## src/rtl/lfc_pkg.sv

```systemverilog
package lfc_pkg;

    // field widths
    localparam int DUTY_BITS   = 8;
    localparam int OP_W        = 4;
    localparam int TIME_W      = 32;
    localparam int LEVEL_W     = 8;
    localparam int DIR_W       = 2;
    localparam int REPEATS_W   = 14;
    localparam int DURATION_W  = 23;
    localparam int AMOUNT_W    = 16;
    localparam int MODE_W      = 2;
    localparam int PULSES_W    = 15;
    localparam int BRIGHT_W    = 16;

    // serial units walk one bit of a time word per cycle
    localparam int SER_CNT_W   = $clog2(TIME_W);

    // milliseconds to microseconds
    localparam logic [9:0] MS_SCALE = 10'd1000;
    localparam int MUL_TAPS    = 10;
    localparam int MUL_CARRY_W = 4;
    localparam int MUL_SUM_W   = 5;

    localparam logic [LEVEL_W-1:0] LEVEL_MAX = 8'd255;

    // op codes
    localparam logic [OP_W-1:0] OP_TICK      = 4'd0;
    localparam logic [OP_W-1:0] OP_HARD_ON   = 4'd1;
    localparam logic [OP_W-1:0] OP_HARD_OFF  = 4'd2;
    localparam logic [OP_W-1:0] OP_TOGGLE    = 4'd3;
    localparam logic [OP_W-1:0] OP_ADJUST    = 4'd4;
    localparam logic [OP_W-1:0] OP_FADE_ONCE = 4'd5;
    localparam logic [OP_W-1:0] OP_FADE_REP  = 4'd6;
    localparam logic [OP_W-1:0] OP_FADE_EVER = 4'd7;
    localparam logic [OP_W-1:0] OP_STOP      = 4'd8;
    localparam logic [OP_W-1:0] OP_FADE_TO   = 4'd9;

    // fade modes, also used as fade-once directions
    localparam logic [MODE_W-1:0] MODE_OFF  = 2'd0;
    localparam logic [MODE_W-1:0] MODE_UP   = 2'd1;
    localparam logic [MODE_W-1:0] MODE_DOWN = 2'd2;

    // status of a serial unit
    typedef struct packed {
        logic busy;
        logic done;
    } ser_status_t;

endpackage

```

## src/rtl/lfc_in_if.sv

```systemverilog
interface lfc_in_if;
    import lfc_pkg::*;

    logic                         valid;
    logic                         ready;
    logic [OP_W-1:0]              op;
    logic [TIME_W-1:0]            now_us;
    logic [LEVEL_W-1:0]           low_level;
    logic [LEVEL_W-1:0]           high_level;
    logic [DIR_W-1:0]             direction;
    logic [REPEATS_W-1:0]         repeats;
    logic [DURATION_W-1:0]        duration_ms;
    logic signed [AMOUNT_W-1:0]   amount;
    logic [LEVEL_W-1:0]           end_level;

    modport source (
        output valid, op, now_us, low_level, high_level, direction, repeats,
               duration_ms, amount, end_level,
        input  ready
    );

    modport sink (
        input  valid, op, now_us, low_level, high_level, direction, repeats,
               duration_ms, amount, end_level,
        output ready
    );

endinterface

```

## src/rtl/lfc_out_if.sv

```systemverilog
interface lfc_out_if;
    import lfc_pkg::*;

    logic                   valid;
    logic                   ready;
    logic [DUTY_BITS-1:0]   pwm_duty;
    logic                   pwm_written;
    logic [MODE_W-1:0]      fade_mode;
    logic                   lamp_on;
    logic [PULSES_W-1:0]    pulses_left;

    modport source (
        output valid, pwm_duty, pwm_written, fade_mode, lamp_on, pulses_left,
        input  ready
    );

    modport sink (
        input  valid, pwm_duty, pwm_written, fade_mode, lamp_on, pulses_left,
        output ready
    );

endinterface

```

## src/rtl/led_fade_controller.sv

```systemverilog
// result path: direct commands and idle ticks go through the apply and output states;
// an active tick first runs a bit-serial 32-bit elapsed-time compare,
// fade commands first a bit-serial x1000 multiply, then a 32-step divide
// one word is in flight at a time; the next word can be accepted in the cycle the result
// turns valid; a stalled result holds the sequencer in its output state
// rst_n is asynchronous, active low; all fade state and the result valid clear to zero
module led_fade_controller (
    input  logic        clk,
    input  logic        rst_n,
    lfc_in_if.sink      item,
    lfc_out_if.source   result
);
    import lfc_pkg::*;

    // sequencer states, one-hot
    typedef enum logic [5:0] {
        S_IDLE  = 6'b000001,
        S_TCMP  = 6'b000010,
        S_MUL   = 6'b000100,
        S_DIV   = 6'b001000,
        S_APPLY = 6'b010000,
        S_OUT   = 6'b100000
    } state_t;

    state_t state_reg;
    state_t state_next;

    // fade engine state
    logic [BRIGHT_W-1:0]    brightness_reg;
    logic [BRIGHT_W-1:0]    brightness_next;
    logic [MODE_W-1:0]      fade_mode_reg;
    logic [MODE_W-1:0]      fade_mode_next;
    logic                   lamp_on_reg;
    logic                   lamp_on_next;
    logic [PULSES_W-1:0]    half_pulses_reg;
    logic [PULSES_W-1:0]    half_pulses_next;
    logic [TIME_W-1:0]      step_interval_reg;
    logic [TIME_W-1:0]      step_interval_next;
    logic [LEVEL_W-1:0]     low_bound_reg;
    logic [LEVEL_W-1:0]     low_bound_next;
    logic [LEVEL_W-1:0]     high_bound_reg;
    logic [LEVEL_W-1:0]     high_bound_next;
    logic [TIME_W-1:0]      last_step_time_reg;
    logic [TIME_W-1:0]      last_step_time_next;

    // latched command word
    logic [OP_W-1:0]            op_reg;
    logic [TIME_W-1:0]          now_reg;
    logic [LEVEL_W-1:0]         lo_reg;
    logic [LEVEL_W-1:0]         hi_reg;
    logic [DIR_W-1:0]           dir_reg;
    logic [REPEATS_W-1:0]       reps_reg;
    logic signed [AMOUNT_W-1:0] amount_reg;
    logic [LEVEL_W-1:0]         endl_reg;
    logic                       tick_active_reg;

    logic wrote_reg;
    logic wrote_next;

    // output register
    logic                   out_valid_reg;
    logic [DUTY_BITS-1:0]   out_duty_reg;
    logic                   out_written_reg;
    logic [MODE_W-1:0]      out_mode_reg;
    logic                   out_lamp_reg;
    logic [PULSES_W-1:0]    out_pulses_reg;

    // serial units
    ser_status_t            tcmp_st;
    ser_status_t            mul_st;
    ser_status_t            div_st;
    logic                   tcmp_elapsed;
    logic [TIME_W-1:0]      us_product;
    logic [TIME_W-1:0]      quotient;

    logic                   accept;
    logic                   fade_cmd_in;
    logic                   tick_active_in;
    logic                   tcmp_start;
    logic                   mul_start;
    logic                   div_start;
    logic                   out_free;

    logic [LEVEL_W-1:0]     span_a;
    logic [LEVEL_W-1:0]     span_b;
    logic [LEVEL_W-1:0]     span;
    logic [TIME_W-1:0]      new_interval;

    assign accept = item.valid && item.ready;
    assign item.ready = (state_reg == S_IDLE);

    assign fade_cmd_in = (item.op == OP_FADE_ONCE) || (item.op == OP_FADE_REP)
                      || (item.op == OP_FADE_EVER) || (item.op == OP_FADE_TO);
    // a tick only moves anything while a fade runs or half-pulses remain
    assign tick_active_in = (half_pulses_reg != '0) || (fade_mode_reg != MODE_OFF);

    assign tcmp_start = accept && (item.op == OP_TICK) && tick_active_in;
    assign mul_start  = accept && fade_cmd_in;
    assign div_start  = (state_reg == S_MUL) && mul_st.done;

    // fade span: bounds for fade commands, current level to target for fade to
    assign span_a = (op_reg == OP_FADE_TO) ? brightness_reg[LEVEL_W-1:0] : lo_reg;
    assign span_b = (op_reg == OP_FADE_TO) ? endl_reg : hi_reg;
    assign span   = (span_a > span_b) ? (span_a - span_b) : (span_b - span_a);
    assign new_interval = (span == '0) ? '1 : quotient;

    assign out_free = !out_valid_reg || result.ready;

    lfc_tcmp u_tcmp (
        .clk       (clk),
        .rst_n     (rst_n),
        .start     (tcmp_start),
        .now_us    (item.now_us),
        .last_time (last_step_time_reg),
        .interval  (step_interval_reg),
        .status    (tcmp_st),
        .elapsed   (tcmp_elapsed)
    );

    lfc_mul1000 u_mul (
        .clk         (clk),
        .rst_n       (rst_n),
        .start       (mul_start),
        .duration_ms (item.duration_ms),
        .status      (mul_st),
        .product     (us_product)
    );

    lfc_div u_div (
        .clk      (clk),
        .rst_n    (rst_n),
        .start    (div_start),
        .dividend (us_product),
        .divisor  (span),
        .status   (div_st),
        .quotient (quotient)
    );

    // sequencer
    always_comb
    begin
        state_next = state_reg;
        case (state_reg)
            S_IDLE:
            begin
                if (accept)
                begin
                    if (tcmp_start)
                    begin
                        state_next = S_TCMP;
                    end
                    else if (fade_cmd_in)
                    begin
                        state_next = S_MUL;
                    end
                    else
                    begin
                        state_next = S_APPLY;
                    end
                end
            end
            S_TCMP:
            begin
                if (tcmp_st.done)
                begin
                    state_next = S_APPLY;
                end
            end
            S_MUL:
            begin
                if (mul_st.done)
                begin
                    state_next = S_DIV;
                end
            end
            S_DIV:
            begin
                if (div_st.done)
                begin
                    state_next = S_APPLY;
                end
            end
            S_APPLY:
            begin
                state_next = S_OUT;
            end
            S_OUT:
            begin
                if (out_free)
                begin
                    state_next = S_IDLE;
                end
            end
            default:
            begin
                state_next = S_IDLE;
            end
        endcase
    end

    // command execution, evaluated in the apply cycle
    always_comb
    begin
        logic [BRIGHT_W-1:0]      stepped;
        logic                     reversal;
        logic signed [BRIGHT_W+1:0] adj;

        brightness_next     = brightness_reg;
        fade_mode_next      = fade_mode_reg;
        lamp_on_next        = lamp_on_reg;
        half_pulses_next    = half_pulses_reg;
        step_interval_next  = step_interval_reg;
        low_bound_next      = low_bound_reg;
        high_bound_next     = high_bound_reg;
        last_step_time_next = last_step_time_reg;
        wrote_next          = wrote_reg;
        stepped  = '0;
        reversal = 1'b0;
        adj = $signed({2'b00, brightness_reg})
            + $signed({{2{amount_reg[AMOUNT_W-1]}}, amount_reg});

        if (state_reg == S_APPLY)
        begin
            wrote_next = 1'b0;
            case (op_reg)
                OP_TICK:
                begin
                    if (tick_active_reg && tcmp_elapsed)
                    begin
                        if (fade_mode_reg == MODE_UP)
                        begin
                            stepped = brightness_reg + 1'b1;
                            brightness_next = stepped;
                            if (stepped >= BRIGHT_W'(high_bound_reg))
                            begin
                                fade_mode_next = MODE_DOWN;
                                reversal = 1'b1;
                            end
                        end
                        else if (fade_mode_reg == MODE_DOWN)
                        begin
                            stepped = brightness_reg - 1'b1;
                            brightness_next = stepped;
                            if (stepped <= BRIGHT_W'(low_bound_reg))
                            begin
                                fade_mode_next = MODE_UP;
                                reversal = 1'b1;
                            end
                        end
                        // each reversal spends one half-pulse while any remain
                        if (reversal && (half_pulses_reg != '0))
                        begin
                            half_pulses_next = half_pulses_reg - 1'b1;
                            if (half_pulses_reg == PULSES_W'(1))
                            begin
                                fade_mode_next = MODE_OFF;
                            end
                        end
                        last_step_time_next = now_reg;
                        wrote_next = 1'b1;
                    end
                end
                OP_HARD_ON:
                begin
                    brightness_next = BRIGHT_W'(LEVEL_MAX);
                    lamp_on_next = 1'b1;
                    wrote_next = 1'b1;
                end
                OP_HARD_OFF:
                begin
                    brightness_next = '0;
                    lamp_on_next = 1'b0;
                    wrote_next = 1'b1;
                end
                OP_TOGGLE:
                begin
                    fade_mode_next = MODE_OFF;
                    if (lamp_on_reg)
                    begin
                        brightness_next = '0;
                        lamp_on_next = 1'b0;
                    end
                    else
                    begin
                        brightness_next = BRIGHT_W'(LEVEL_MAX);
                        lamp_on_next = 1'b1;
                    end
                    wrote_next = 1'b1;
                end
                OP_ADJUST:
                begin
                    // clamp to the 0..255 level range
                    if (adj[BRIGHT_W+1])
                    begin
                        brightness_next = '0;
                    end
                    else if (adj > $signed((BRIGHT_W+2)'(LEVEL_MAX)))
                    begin
                        brightness_next = BRIGHT_W'(LEVEL_MAX);
                    end
                    else
                    begin
                        brightness_next = adj[BRIGHT_W-1:0];
                    end
                    wrote_next = 1'b1;
                end
                OP_FADE_ONCE:
                begin
                    if ((dir_reg == MODE_UP) || (dir_reg == MODE_OFF))
                    begin
                        fade_mode_next = MODE_UP;
                        brightness_next = BRIGHT_W'(lo_reg);
                    end
                    else if (dir_reg == MODE_DOWN)
                    begin
                        fade_mode_next = MODE_DOWN;
                        brightness_next = BRIGHT_W'(hi_reg);
                    end
                    low_bound_next = lo_reg;
                    high_bound_next = hi_reg;
                    step_interval_next = new_interval;
                    half_pulses_next = PULSES_W'(1);
                end
                OP_FADE_REP:
                begin
                    low_bound_next = lo_reg;
                    high_bound_next = hi_reg;
                    step_interval_next = new_interval;
                    half_pulses_next = {reps_reg, 1'b0};
                    if (fade_mode_reg == MODE_OFF)
                    begin
                        fade_mode_next = MODE_UP;
                    end
                end
                OP_FADE_EVER:
                begin
                    low_bound_next = lo_reg;
                    high_bound_next = hi_reg;
                    step_interval_next = new_interval;
                    if (fade_mode_reg == MODE_OFF)
                    begin
                        fade_mode_next = MODE_UP;
                    end
                end
                OP_STOP:
                begin
                    fade_mode_next = MODE_OFF;
                    half_pulses_next = '0;
                end
                OP_FADE_TO:
                begin
                    step_interval_next = new_interval;
                    low_bound_next = brightness_reg[LEVEL_W-1:0];
                    high_bound_next = endl_reg;
                    if (brightness_reg > BRIGHT_W'(endl_reg))
                    begin
                        fade_mode_next = MODE_DOWN;
                        low_bound_next = endl_reg;
                    end
                    else if (brightness_reg < BRIGHT_W'(endl_reg))
                    begin
                        fade_mode_next = MODE_UP;
                    end
                    else
                    begin
                        fade_mode_next = MODE_OFF;
                    end
                    half_pulses_next = PULSES_W'(1);
                end
                default:
                begin
                    // unknown op: report state unchanged
                end
            endcase
        end
    end

    // control registers
    always_ff @(posedge clk or negedge rst_n)
    begin
        if (!rst_n)
        begin
            state_reg          <= S_IDLE;
            brightness_reg     <= '0;
            fade_mode_reg      <= MODE_OFF;
            lamp_on_reg        <= 1'b0;
            half_pulses_reg    <= '0;
            step_interval_reg  <= '0;
            low_bound_reg      <= '0;
            high_bound_reg     <= '0;
            last_step_time_reg <= '0;
            wrote_reg          <= 1'b0;
            out_valid_reg      <= 1'b0;
        end
        else
        begin
            state_reg          <= state_next;
            brightness_reg     <= brightness_next;
            fade_mode_reg      <= fade_mode_next;
            lamp_on_reg        <= lamp_on_next;
            half_pulses_reg    <= half_pulses_next;
            step_interval_reg  <= step_interval_next;
            low_bound_reg      <= low_bound_next;
            high_bound_reg     <= high_bound_next;
            last_step_time_reg <= last_step_time_next;
            wrote_reg          <= wrote_next;
            if ((state_reg == S_OUT) && out_free)
            begin
                out_valid_reg <= 1'b1;
            end
            else if (result.ready)
            begin
                out_valid_reg <= 1'b0;
            end
        end
    end

    // command word and result payload
    always_ff @(posedge clk)
    begin
        if (accept)
        begin
            op_reg          <= item.op;
            now_reg         <= item.now_us;
            lo_reg          <= item.low_level;
            hi_reg          <= item.high_level;
            dir_reg         <= item.direction;
            reps_reg        <= item.repeats;
            amount_reg      <= item.amount;
            endl_reg        <= item.end_level;
            tick_active_reg <= tick_active_in;
        end
        if ((state_reg == S_OUT) && out_free)
        begin
            out_duty_reg    <= brightness_reg[DUTY_BITS-1:0];
            out_written_reg <= wrote_reg;
            out_mode_reg    <= fade_mode_reg;
            out_lamp_reg    <= lamp_on_reg;
            out_pulses_reg  <= half_pulses_reg;
        end
    end

    assign result.valid       = out_valid_reg;
    assign result.pwm_duty    = out_duty_reg;
    assign result.pwm_written = out_written_reg;
    assign result.fade_mode   = out_mode_reg;
    assign result.lamp_on     = out_lamp_reg;
    assign result.pulses_left = out_pulses_reg;

    // a new word never lands on a serial unit still at work
    a_units_idle_on_accept: assert property (@(posedge clk) disable iff (!rst_n)
        accept |-> (!tcmp_st.busy && !mul_st.busy && !div_st.busy))
        else $error("word accepted while a serial unit is busy");

    // the divider picks up the product right after the multiplier finishes
    a_mul_feeds_div: assert property (@(posedge clk) disable iff (!rst_n)
        ((state_reg == S_MUL) && mul_st.done) |=> div_st.busy)
        else $error("divider did not start after multiply");

    // stop always leaves the engine off with no half-pulses left
    a_stop_clears: assert property (@(posedge clk) disable iff (!rst_n)
        ((state_reg == S_APPLY) && (op_reg == OP_STOP))
        |=> ((fade_mode_reg == MODE_OFF) && (half_pulses_reg == '0)))
        else $error("stop did not clear fade state");

endmodule

```

## src/rtl/lfc_mul1000.sv

```systemverilog
module lfc_mul1000 (
    input  logic                             clk,
    input  logic                             rst_n,
    input  logic                             start,
    input  logic [lfc_pkg::DURATION_W-1:0]   duration_ms,
    output lfc_pkg::ser_status_t             status,
    output logic [lfc_pkg::TIME_W-1:0]       product
);
    import lfc_pkg::*;

    logic                   busy_reg;
    logic                   done_reg;
    logic [SER_CNT_W-1:0]   cnt_reg;
    logic [TIME_W-1:0]      ms_sh_reg;
    logic [MUL_TAPS-2:0]    hist_reg;
    logic [MUL_CARRY_W-1:0] carry_reg;
    logic [TIME_W-1:0]      prod_reg;

    logic [MUL_TAPS-1:0]    window;
    logic [MUL_SUM_W-1:0]   sum;

    // window[k] is multiplicand bit (i - k) in cycle i
    assign window = {hist_reg, ms_sh_reg[0]};

    always_comb
    begin
        sum = MUL_SUM_W'(carry_reg);
        for (int k = 0; k < MUL_TAPS; k++)
        begin
            sum = sum + MUL_SUM_W'(MS_SCALE[k] & window[k]);
        end
    end

    always_ff @(posedge clk or negedge rst_n)
    begin
        if (!rst_n)
        begin
            busy_reg <= 1'b0;
            done_reg <= 1'b0;
            cnt_reg  <= '0;
        end
        else
        begin
            done_reg <= busy_reg && (cnt_reg == '0);
            if (start)
            begin
                busy_reg <= 1'b1;
                cnt_reg  <= SER_CNT_W'(TIME_W - 1);
            end
            else if (busy_reg)
            begin
                cnt_reg <= cnt_reg - 1'b1;
                if (cnt_reg == '0)
                begin
                    busy_reg <= 1'b0;
                end
            end
        end
    end

    always_ff @(posedge clk)
    begin
        if (start)
        begin
            ms_sh_reg <= TIME_W'(duration_ms);
            hist_reg  <= '0;
            carry_reg <= '0;
        end
        else if (busy_reg)
        begin
            ms_sh_reg <= {1'b0, ms_sh_reg[TIME_W-1:1]};
            hist_reg  <= window[MUL_TAPS-2:0];
            carry_reg <= sum[MUL_SUM_W-1:1];
            prod_reg  <= {sum[0], prod_reg[TIME_W-1:1]};
        end
    end

    assign status  = '{busy: busy_reg, done: done_reg};
    assign product = prod_reg;

endmodule

```

## src/rtl/lfc_div.sv

```systemverilog
module lfc_div (
    input  logic                          clk,
    input  logic                          rst_n,
    input  logic                          start,
    input  logic [lfc_pkg::TIME_W-1:0]    dividend,
    input  logic [lfc_pkg::LEVEL_W-1:0]   divisor,
    output lfc_pkg::ser_status_t          status,
    output logic [lfc_pkg::TIME_W-1:0]    quotient
);
    import lfc_pkg::*;

    logic                   busy_reg;
    logic                   done_reg;
    logic [SER_CNT_W-1:0]   cnt_reg;
    logic [TIME_W-1:0]      dq_reg;
    logic [LEVEL_W-1:0]     rem_reg;
    logic [LEVEL_W-1:0]     dvs_reg;

    logic [LEVEL_W:0]       trial;
    logic [LEVEL_W:0]       diff;
    logic                   qbit;

    // restoring step; a zero divisor always subtracts, giving all ones
    assign trial = {rem_reg, dq_reg[TIME_W-1]};
    assign diff  = trial - {1'b0, dvs_reg};
    assign qbit  = (trial >= {1'b0, dvs_reg});

    always_ff @(posedge clk or negedge rst_n)
    begin
        if (!rst_n)
        begin
            busy_reg <= 1'b0;
            done_reg <= 1'b0;
            cnt_reg  <= '0;
        end
        else
        begin
            done_reg <= busy_reg && (cnt_reg == '0);
            if (start)
            begin
                busy_reg <= 1'b1;
                cnt_reg  <= SER_CNT_W'(TIME_W - 1);
            end
            else if (busy_reg)
            begin
                cnt_reg <= cnt_reg - 1'b1;
                if (cnt_reg == '0)
                begin
                    busy_reg <= 1'b0;
                end
            end
        end
    end

    always_ff @(posedge clk)
    begin
        if (start)
        begin
            dq_reg  <= dividend;
            rem_reg <= '0;
            dvs_reg <= divisor;
        end
        else if (busy_reg)
        begin
            dq_reg  <= {dq_reg[TIME_W-2:0], qbit};
            rem_reg <= qbit ? diff[LEVEL_W-1:0] : trial[LEVEL_W-1:0];
        end
    end

    assign status   = '{busy: busy_reg, done: done_reg};
    assign quotient = dq_reg;

endmodule

```

## src/rtl/lfc_tcmp.sv

```systemverilog
module lfc_tcmp (
    input  logic                          clk,
    input  logic                          rst_n,
    input  logic                          start,
    input  logic [lfc_pkg::TIME_W-1:0]    now_us,
    input  logic [lfc_pkg::TIME_W-1:0]    last_time,
    input  logic [lfc_pkg::TIME_W-1:0]    interval,
    output lfc_pkg::ser_status_t          status,
    output logic                          elapsed
);
    import lfc_pkg::*;

    logic                   busy_reg;
    logic                   done_reg;
    logic [SER_CNT_W-1:0]   cnt_reg;
    logic [TIME_W-1:0]      now_sh_reg;
    logic [TIME_W-1:0]      last_sh_reg;
    logic [TIME_W-1:0]      int_sh_reg;
    logic                   dborrow_reg;
    logic                   cborrow_reg;

    logic n_bit;
    logic l_bit;
    logic i_bit;
    logic d_bit;

    // lsb first: d = now - last, then d - interval; no final borrow means elapsed
    assign n_bit = now_sh_reg[0];
    assign l_bit = last_sh_reg[0];
    assign i_bit = int_sh_reg[0];
    assign d_bit = n_bit ^ l_bit ^ dborrow_reg;

    always_ff @(posedge clk or negedge rst_n)
    begin
        if (!rst_n)
        begin
            busy_reg <= 1'b0;
            done_reg <= 1'b0;
            cnt_reg  <= '0;
        end
        else
        begin
            done_reg <= busy_reg && (cnt_reg == '0);
            if (start)
            begin
                busy_reg <= 1'b1;
                cnt_reg  <= SER_CNT_W'(TIME_W - 1);
            end
            else if (busy_reg)
            begin
                cnt_reg <= cnt_reg - 1'b1;
                if (cnt_reg == '0)
                begin
                    busy_reg <= 1'b0;
                end
            end
        end
    end

    always_ff @(posedge clk)
    begin
        if (start)
        begin
            now_sh_reg  <= now_us;
            last_sh_reg <= last_time;
            int_sh_reg  <= interval;
            dborrow_reg <= 1'b0;
            cborrow_reg <= 1'b0;
        end
        else if (busy_reg)
        begin
            now_sh_reg  <= {1'b0, now_sh_reg[TIME_W-1:1]};
            last_sh_reg <= {1'b0, last_sh_reg[TIME_W-1:1]};
            int_sh_reg  <= {1'b0, int_sh_reg[TIME_W-1:1]};
            dborrow_reg <= (!n_bit && l_bit) || (!(n_bit ^ l_bit) && dborrow_reg);
            cborrow_reg <= (!d_bit && i_bit) || (!(d_bit ^ i_bit) && cborrow_reg);
        end
    end

    assign status  = '{busy: busy_reg, done: done_reg};
    assign elapsed = !cborrow_reg;

endmodule
```

## src/flat_wrapper.sv

```systemverilog
// flat-port wrapper written by rule: the top's interface ports become plain ports
module led_fade_controller_flat import lfc_pkg::*;
  (clk, rst_n, item_valid, item_op, item_now_us, item_low_level, item_high_level, item_direction, item_repeats, item_duration_ms, item_amount, item_end_level, item_ready, result_valid, result_pwm_duty, result_pwm_written, result_fade_mode, result_lamp_on, result_pulses_left, result_ready);
  lfc_in_if item_i ();
  lfc_out_if result_i ();
  input  logic clk;
  input  logic rst_n;
  input wire logic [$bits(item_i.valid)-1:0] item_valid;
  input wire logic [$bits(item_i.op)-1:0] item_op;
  input wire logic [$bits(item_i.now_us)-1:0] item_now_us;
  input wire logic [$bits(item_i.low_level)-1:0] item_low_level;
  input wire logic [$bits(item_i.high_level)-1:0] item_high_level;
  input wire logic [$bits(item_i.direction)-1:0] item_direction;
  input wire logic [$bits(item_i.repeats)-1:0] item_repeats;
  input wire logic [$bits(item_i.duration_ms)-1:0] item_duration_ms;
  input wire logic [$bits(item_i.amount)-1:0] item_amount;
  input wire logic [$bits(item_i.end_level)-1:0] item_end_level;
  output wire logic [$bits(item_i.ready)-1:0] item_ready;
  output wire logic [$bits(result_i.valid)-1:0] result_valid;
  output wire logic [$bits(result_i.pwm_duty)-1:0] result_pwm_duty;
  output wire logic [$bits(result_i.pwm_written)-1:0] result_pwm_written;
  output wire logic [$bits(result_i.fade_mode)-1:0] result_fade_mode;
  output wire logic [$bits(result_i.lamp_on)-1:0] result_lamp_on;
  output wire logic [$bits(result_i.pulses_left)-1:0] result_pulses_left;
  input wire logic [$bits(result_i.ready)-1:0] result_ready;
  assign item_i.valid = item_valid;
  assign item_i.op = item_op;
  assign item_i.now_us = item_now_us;
  assign item_i.low_level = item_low_level;
  assign item_i.high_level = item_high_level;
  assign item_i.direction = item_direction;
  assign item_i.repeats = item_repeats;
  assign item_i.duration_ms = item_duration_ms;
  assign item_i.amount = item_amount;
  assign item_i.end_level = item_end_level;
  assign item_ready = item_i.ready;
  assign result_valid = result_i.valid;
  assign result_pwm_duty = result_i.pwm_duty;
  assign result_pwm_written = result_i.pwm_written;
  assign result_fade_mode = result_i.fade_mode;
  assign result_lamp_on = result_i.lamp_on;
  assign result_pulses_left = result_i.pulses_left;
  assign result_i.ready = result_ready;
  led_fade_controller u_core (.clk(clk), .rst_n(rst_n), .item(item_i), .result(result_i));
endmodule
```

## config.mk

```make
export PLATFORM = sky130hd
export DESIGN_NAME = led_fade_controller_flat
export DESIGN_NICKNAME = d
export VERILOG_FILES = /design/src/rtl/lfc_pkg.sv /design/src/rtl/lfc_in_if.sv /design/src/rtl/lfc_out_if.sv /design/src/rtl/led_fade_controller.sv /design/src/rtl/lfc_mul1000.sv /design/src/rtl/lfc_div.sv /design/src/rtl/lfc_tcmp.sv /design/src/flat_wrapper.sv
export SDC_FILE = /design/constraint.sdc
export NUM_CORES = 1
export LEC_CHECK = 0
export BUFFER_PORTS_ARGS = -buffer_cell sky130_fd_sc_hd__clkbuf_2
export CORE_MARGIN = 5
export CORE_UTILIZATION = 40
export CTS_BUF_LIST = sky130_fd_sc_hd__clkbuf_16
export CTS_CLUSTER_SIZE = 16
export DETAILED_ROUTE_END_ITERATION = 8
export GPL_TIMING_DRIVEN = 0
export PLACE_DENSITY = 0.56
export SETUP_SLACK_MARGIN = 0.2
export SYNTH_ARGS = -nofsm -noshare
export SYNTH_HDL_FRONTEND = slang
export SYNTH_SLANG_ARGS = --single-unit
```

## constraint.sdc

```tcl
create_clock -name clk -period 13.7 [get_ports clk]
set_input_delay 1.37 -clock clk [delete_from_list [all_inputs] [get_ports clk]]
set_output_delay 1.37 -clock clk [all_outputs]
set_load 0.02 [all_outputs]
```

==> summary.txt, run 1 <==
Synth Flop Type: edfxtp_1
Drt pass-1 iters: 6
Hold WC Path Type: flop to flop
Max-cap violations: 0
Hold Slack: 0.451 ns
Logic pwr share: 34.3%
Cell internal pwr: 3.78 mW
Final number of setup-violating endpoints: 0
Top cells by area, synth: edfxtp_1 40%, dfrtp_1 15%, nand2_1 9.6%
Fin nets: 2579
Yosys warnings: 0
Layout Utilization: 46.4%
Via density: 5.23
Dpl hpwl: 39800 um
Post-synth EDFFs: 311
Mapped Area: 0.0231 sq mm
CTS buffer count: 53
Total track usage: 17.3%
Antenna violations before repair: 0
Commonest cells after routing, fill and taps aside: 587 x nand2_1, 311 x edfxtp_1, 146 x clkbuf_2
Seq cells post-synth: 477
Sw frac: 36.0%
Drt drc: 0
Vias in the first global route: 16500
Wire length per cell: 17.4 um
Pwr per Cell Area: 221 mW/mm^2
PostCTS Resize Cnt: 0
Root Driver: clkbuf_16
Worst-path clk slew: 0.06 ns
Most common cell after layout, fill and taps aside: nand2_1
Status: completed
IO Pins: 148
Fillers: 5356
Period utilization: 43.2%
Maximum clock rate: 169 MHz
Hold Crit Depth: 0
Distinct cell type count after synthesis: 89
Synth top area share: 40.4%
Initial Utilization: 40.2%
Vias: 16600
Clock Skews: 0.0250 ns
Setup TNS Final: 0 ns
Die X: 250 um
Core area: 0.0575 sq mm
Critical Path Source Type: flop
Reg2Reg Depth: 16
Cell Chain, Critical Path: clkbuf_1 -> nand2_1 -> clkbuf_1 -> buf_1 -> mux2i_1 -> inv_1 -> ha_1 -> a21o_1 -> a21oi_1 -> o221a_2 -> nor2_1 -> mux2_2 -> nor4bb_1 -> o2111ai_1 -> buf_2 -> nand2_1
Clock network fraction of total power: 24.1%
Proportion of layout cells with a drive suffix above 1: 13.6%
Mapped Nets: 2373
WP data required: 14.22 ns
CP max-delay cell: buf_1
CTS Hold Bufs: 0
Most area-hungry cell type in the Yosys netlist: edfxtp_1
H-tree Lvls: 2
N_diodes: 0
CP max FO: 10
First-pass GRT wire length: 89700 um
Fin. Hold Viols: 0
Post-synthesis sequential area ratio: 57.9%
Headroom to the max-slew limit: 26.2%
RSZ-0062 raised after global routing: no
Maximum vdd ir drop: 110 uV
Post-DP Area: 0.0249 sq mm
Pre-CTS setup slack: 7.93 ns
Final WL: 55400 um
Area growth, synth to finish: 15.5%
Slew Limit Fails: 0
CTS Buffer Depth: 3
Die height: 250 um
Design area: 0.0267 sq mm
FP Rows: 88
Total clock sinks: 477
Clk_lat worst skew: 0.60 ns
Die Footprint: 0.0627 sq mm
CP peak stage delay: 0.58 ns
Sequential share of power: 41.5%
Share of flip-flops with an asynchronous set or reset: 30.0%
Post-DRT Antenna Nets: 0
Worst Slack Setup Final: 7.78 ns
CP endpoint kind: flop
Largest net degree at the start of global routing: 101
Avg Inst Size Synth: 10.7 sq um
CTS tree: yes
Grt ovf: 0
Critical path class: flop to flop
Port buffer count: 147
WP data arrival: 6.44 ns
Cell count after synthesis: 2167
Tightest Pin Transition: 1.10 ns
Setup repair bufs after CTS: 0
Min Tclk post-route: 5.92 ns
LEAKAGE: 11.9 nW
Iteration-0 DRC Markers: 1086
GPL Wtd Cong: 0.903
Switch Pwr: 2.13 mW
-- cell families (layout without fill, tap and decap cells) --
kind of cell,Yosys count,in the layout,synth area share [%]
compound gates,335,335,9.61
buf+inv,201,450,3.47
mux,111,111,5.04
xor+xnor,44,44,1.67
fa+ha+maj,87,87,5.00
flops,477,477,57.9
simple gates,912,912,17.3
-- cell usage after synthesis (6+ instances only) --
library cell  number
xnor2_1           27
clkbuf_1          82
fa_1               9
and4_1             6
or3_1             11
mux2i_1           68
nand4_1           15
o22ai_1            8
edfxtp_1         311
a32oi_1            9
buf_2             16
nand3b_1           7
a211oi_1          19
a31oi_1            8
a21o_1            23
and2_1            13
nor2b_1           15
and3_1            13
o21a_1             8
nor4_1            10
nor2_1           111
nand2_1          588
a22oi_1            7
dfrtp_1          142
nand3_1           21
o21ai_0           85
nand2b_1          23
ha_1              78
o31ai_1           14
inv_1             94
mux2_2            43
dfxtp_1           23
or2_2             10
nor3_1            33
a21oi_1           80
o211ai_1          10
nor3b_1           14
xor2_1            17
-- path summary, 6_finish.rpt --
kind | startpoint | end | slack, ns
worst min-delay path | u_core.u_mul.product[7]$_DFFE_PP_ | u_core.u_mul.product[6]$_DFFE_PP_ | 0.45
max in group asynchronous | rst_n | u_core.high_bound_reg[6]$_DFFE_PN0P_ | 12.10
worst max-delay path | u_core.op_reg[0]$_DFFE_PP_ | u_core.step_interval_reg[28]$_DFFE_PN0P_ | 7.78
worst max register to register | u_core.op_reg[0]$_DFFE_PP_ | u_core.step_interval_reg[28]$_DFFE_PN0P_ | 7.78
min in group asynchronous | rst_n | u_core.last_step_time_reg[9]$_DFFE_PN0P_ | 0.70
worst min register to register | u_core.u_mul.product[7]$_DFFE_PP_ | u_core.u_mul.product[6]$_DFFE_PP_ | 0.45
-- cell type report --
type                            instances  area [sq um]  share of cell area [%]
Sequential cell                       477         13400                    50.1
Buffer                                107           452                    1.69
Multi-Input combinational cell       1489          8950                    33.5
Clock buffer                           55          1380                    5.16
Inverter                               94           353                    1.32
Timing Repair Buffer                  151           847                    3.17
Tap cell                              765           957                    3.59
Clock inverter                         43           374                    1.40
-- per-stage QoR --
stage | std cells | total power [mW]
floorplan | 2167 | 3.88
global placement | 3079 | 4.46
detailed placement | 3083 | 4.50
CTS | 3181 | 5.95
global route | 3181 | 6.32
finish | 3181 | 5.91
-- routing by layer --
metal  wire (um)  GRT usage, %
met4        1120          4.23
met1       26200          24.9
met2       25400          27.6
met5           0             0
met3        2770          3.05
-- worst max-delay path, delay by kind of cell, from the launching register on --
family | cells | cell delay (ns)
buf+inv | 5 | 1.80
simple gates | 4 | 1.18
compound gates | 4 | 1.09
mux | 2 | 0.86
flops | 1 | 0.49
fa+ha+maj | 1 | 0.40
-- power groups by stage --
stage | Combinational, mW | Sequential [mW] | Clock, mW
2_1_floorplan | 1.48 | 2.40 | 0
3_3_place_gp | 1.95 | 2.51 | 0
3_5_place_dp | 2.02 | 2.48 | 0
4_1_cts | 2.03 | 2.46 | 1.47
5_1_grt | 2.29 | 2.51 | 1.53
6_report | 2.03 | 2.45 | 1.42
No activity file was read; power rests on OpenSTA's default activity.
==> inputs of run 2 (changes only) <==
==> constraint.sdc (replaced) <==
create_clock -name clk -period 6.1 [get_ports clk]
set_input_delay 0.61 -clock clk [delete_from_list [all_inputs] [get_ports clk]]
set_output_delay 0.61 -clock clk [all_outputs]
set_load 0.02 [all_outputs]
==> run 2 against run 1 <==
Via count decreased by 0.87%; sequential share of layout area grew 0.19 points; register-to-register slack worse by 7.2 ns; global-route usage up 0.18 points; maximum frequency is 7.8% higher; clock skew grew 0.0014 ns; worst hold slack got worse by 0.27 ns; total power is 120% higher; count of clock-buffer cells in the layout shrank 1; highest routed layer is now met5.
==> summary.txt, run 2 (synthesis gave the netlist of run 1 again) <==
Crit path buf inv count: 5 (unchanged)
Fin nets: 2579 (unchanged)
Tightest Pin Transition: 1.09 ns (-0.00431 ns)
Die height: 250 um (unchanged)
Fin. Hold Viols: 0 (unchanged)
R2R Setup Slk: 0.60 ns (-7.17 ns)
Clk_lat worst skew: 0.60 ns (about the same)
Commonest cells after routing, fill and taps aside: 587 x nand2_1, 311 x edfxtp_1, 147 x clkbuf_2
Most common cell after layout, fill and taps aside: nand2_1
Total track usage: 17.5% (+0.18 points)
LEAKAGE: 11.9 nW (-0.15%)
Port buffer count: 147 (unchanged)
Die X: 250 um (unchanged)
CP peak stage delay: 0.48 ns (-0.10 ns)
Initial Utilization: 40.2% (unchanged)
Hold Crit Depth: 1 (+1)
Post-DP Area: 0.0249 sq mm (unchanged)
Hold WC Path Type: input pin to flop
Root Driver: clkbuf_16
Fillers: 5469 (+2.1%)
Pwr per Cell Area: 492 mW/mm^2 (+120%)
Vias in the first global route: 16700 (+1.3%)
Reg2Reg Depth: 16 (unchanged)
Maximum vdd ir drop: 234 uV (+110%)
Iteration-0 DRC Markers: 1059 (-2.5%)
Min Tclk post-route: 5.50 ns (-0.429 ns)
RR Endpoint: u_core.step_interval_reg[24]$_DFFE_PN0P_
GPL Wtd Cong: 0.891 (-1.3%)
Die Footprint: 0.0627 sq mm (unchanged)
Via density: 5.18 (-0.90%)
Antenna violations before repair: 2 (+2)
Headroom to the max-slew limit: 27.3% (+1.1 points)
Total Power: 13.1 mW (+120%)
CP max FO: 10 (unchanged)
Maximum clock rate: 182 MHz (+7.8%)
Proportion of layout cells with a drive suffix above 1: 13.4% (-0.13 points)
Area growth, synth to finish: 15.1%
CP max-delay cell: edfxtp_1
IO Pins: 148 (unchanged)
CTS buffer count: 52 (-1.9%)
Crit path max-delay family: buffers and inverters
Slew Limit Fails: 0 (unchanged)
Drt drc: 0 (unchanged)
Hold Path End: u_core.amount_reg[15]$_DFFE_PP_
Largest net degree at the start of global routing: 99 (-2.0%)
Design area: 0.0266 sq mm (-0.38%)
Final number of setup-violating endpoints: 0 (unchanged)
Grt ovf: 0 (unchanged)
Critical path class: flop to flop
Max-cap violations: 0 (unchanged)
Status: completed
CP endpoint kind: flop
Cell Chain, Critical Path: clkbuf_1 -> nand2_1 -> clkbuf_1 -> clkbuf_2 -> mux2i_1 -> inv_1 -> ha_1 -> a21o_1 -> a21oi_1 -> o221a_2 -> nor2_1 -> mux2_2 -> nor4bb_1 -> o2111ai_1 -> buf_2 -> nand2_1
CTS Buffer Depth: 3 (unchanged)
FP Rows: 88 (unchanged)
N_diodes: 0 (unchanged)
Drt pass-1 iters: 6 (unchanged)
Dpl hpwl: 39800 um (-0.11%)
WP data arrival: 6.01 ns (-0.43 ns)
Post-DRT Antenna Nets: 0 (unchanged)
Worst-path clk slew: 0.06 ns (about the same)
First-pass GRT wire length: 90400 um (+0.82%)
Core area: 0.0575 sq mm (unchanged)
Vias: 16500 (-0.87%)
Hold Slack: 0.185 ns (-0.266 ns)
WP data required: 6.62 ns (-7.60 ns)
H-tree Lvls: 2 (unchanged)
Critical Path Source Type: flop
RR Startpoint: u_core.op_reg[0]$_DFFE_PP_
Wire length per cell: 17.4 um (about the same)
Total clock sinks: 477 (unchanged)
RSZ-0062 raised after global routing: no
CTS tree: yes
Clock Skews: 0.0264 ns (+0.00137 ns)
Final WL: 55500 um (+0.11%)
Setup repair bufs after CTS: 0 (unchanged)
Period utilization: 90.1% (+47 points)
Hold Crit Start: item_amount[15]
==> run 2: worst max path at each step <==
stage,start,end,cells after the start
floorplan,u_core.state_reg[3]$_DFFE_PN0P_,u_core.u_tcmp.int_sh_reg[0]$_DFFE_PP_,9
global placement,u_core.state_reg[3]$_DFFE_PN0P_,u_core.u_tcmp.int_sh_reg[11]$_DFFE_PP_,9
detailed placement,u_core.op_reg[0]$_DFFE_PP_,u_core.step_interval_reg[24]$_DFFE_PN0P_,16
CTS,u_core.op_reg[0]$_DFFE_PP_,u_core.step_interval_reg[24]$_DFFE_PN0P_,16
global route,u_core.op_reg[0]$_DFFE_PP_,u_core.step_interval_reg[27]$_DFFE_PN0P_,16
finish,u_core.op_reg[0]$_DFFE_PP_,u_core.step_interval_reg[24]$_DFFE_PN0P_,16
==> run 2: report_power, final <==
group | switching (mW) | internal, mW | leakage [nW] | total, mW
registers | 0.586 | 4.92 | 5.11 | 5.50
logic | 2.86 | 1.71 | 5.90 | 4.58
clock network | 1.30 | 1.70 | 0.872 | 3.00
==> run 2: repair_timing <==
item,in CTS,in global routing
hold endpoints to repair,45,0
gates resized for setup,0,1
setup endpoints to repair,0,30
hold buffers,1,0
==> run 2: routing by layer <==
layer	global-route usage, %	wire length (um)
met1	25.0	26100
met2	27.7	25400
met3	2.97	2660
met4	5.30	1370
met5	0	27
==> run 2: layout make-up <==
cell class / count / area (sq um) / share of cell area (%)
plain buffers: 107 / 453 / 1.70
clock buffers: 54 / 1350 / 5.08
clock inverters: 44 / 287 / 1.08
inverters: 94 / 353 / 1.33
multi-input cells: 1489 / 8950 / 33.7
flip-flops and latches: 477 / 13400 / 50.3
well taps: 765 / 957 / 3.60
repair buffers: 152 / 857 / 3.22
==> run 2: metrics by stage <==
stage | TNS (ns) | std cells | util (%) | setup WS (ns)
floorplan | 0 | 2167 | - | 0.315
global placement | -222.95 | 3079 | 43.1 | -2.33
detailed placement | 0 | 3083 | 43.4 | 0.510
CTS | 0 | 3182 | 46.3 | 0.461
global route | 0 | 3182 | 46.3 | 0.246
finish | 0 | 3182 | 46.3 | 0.604
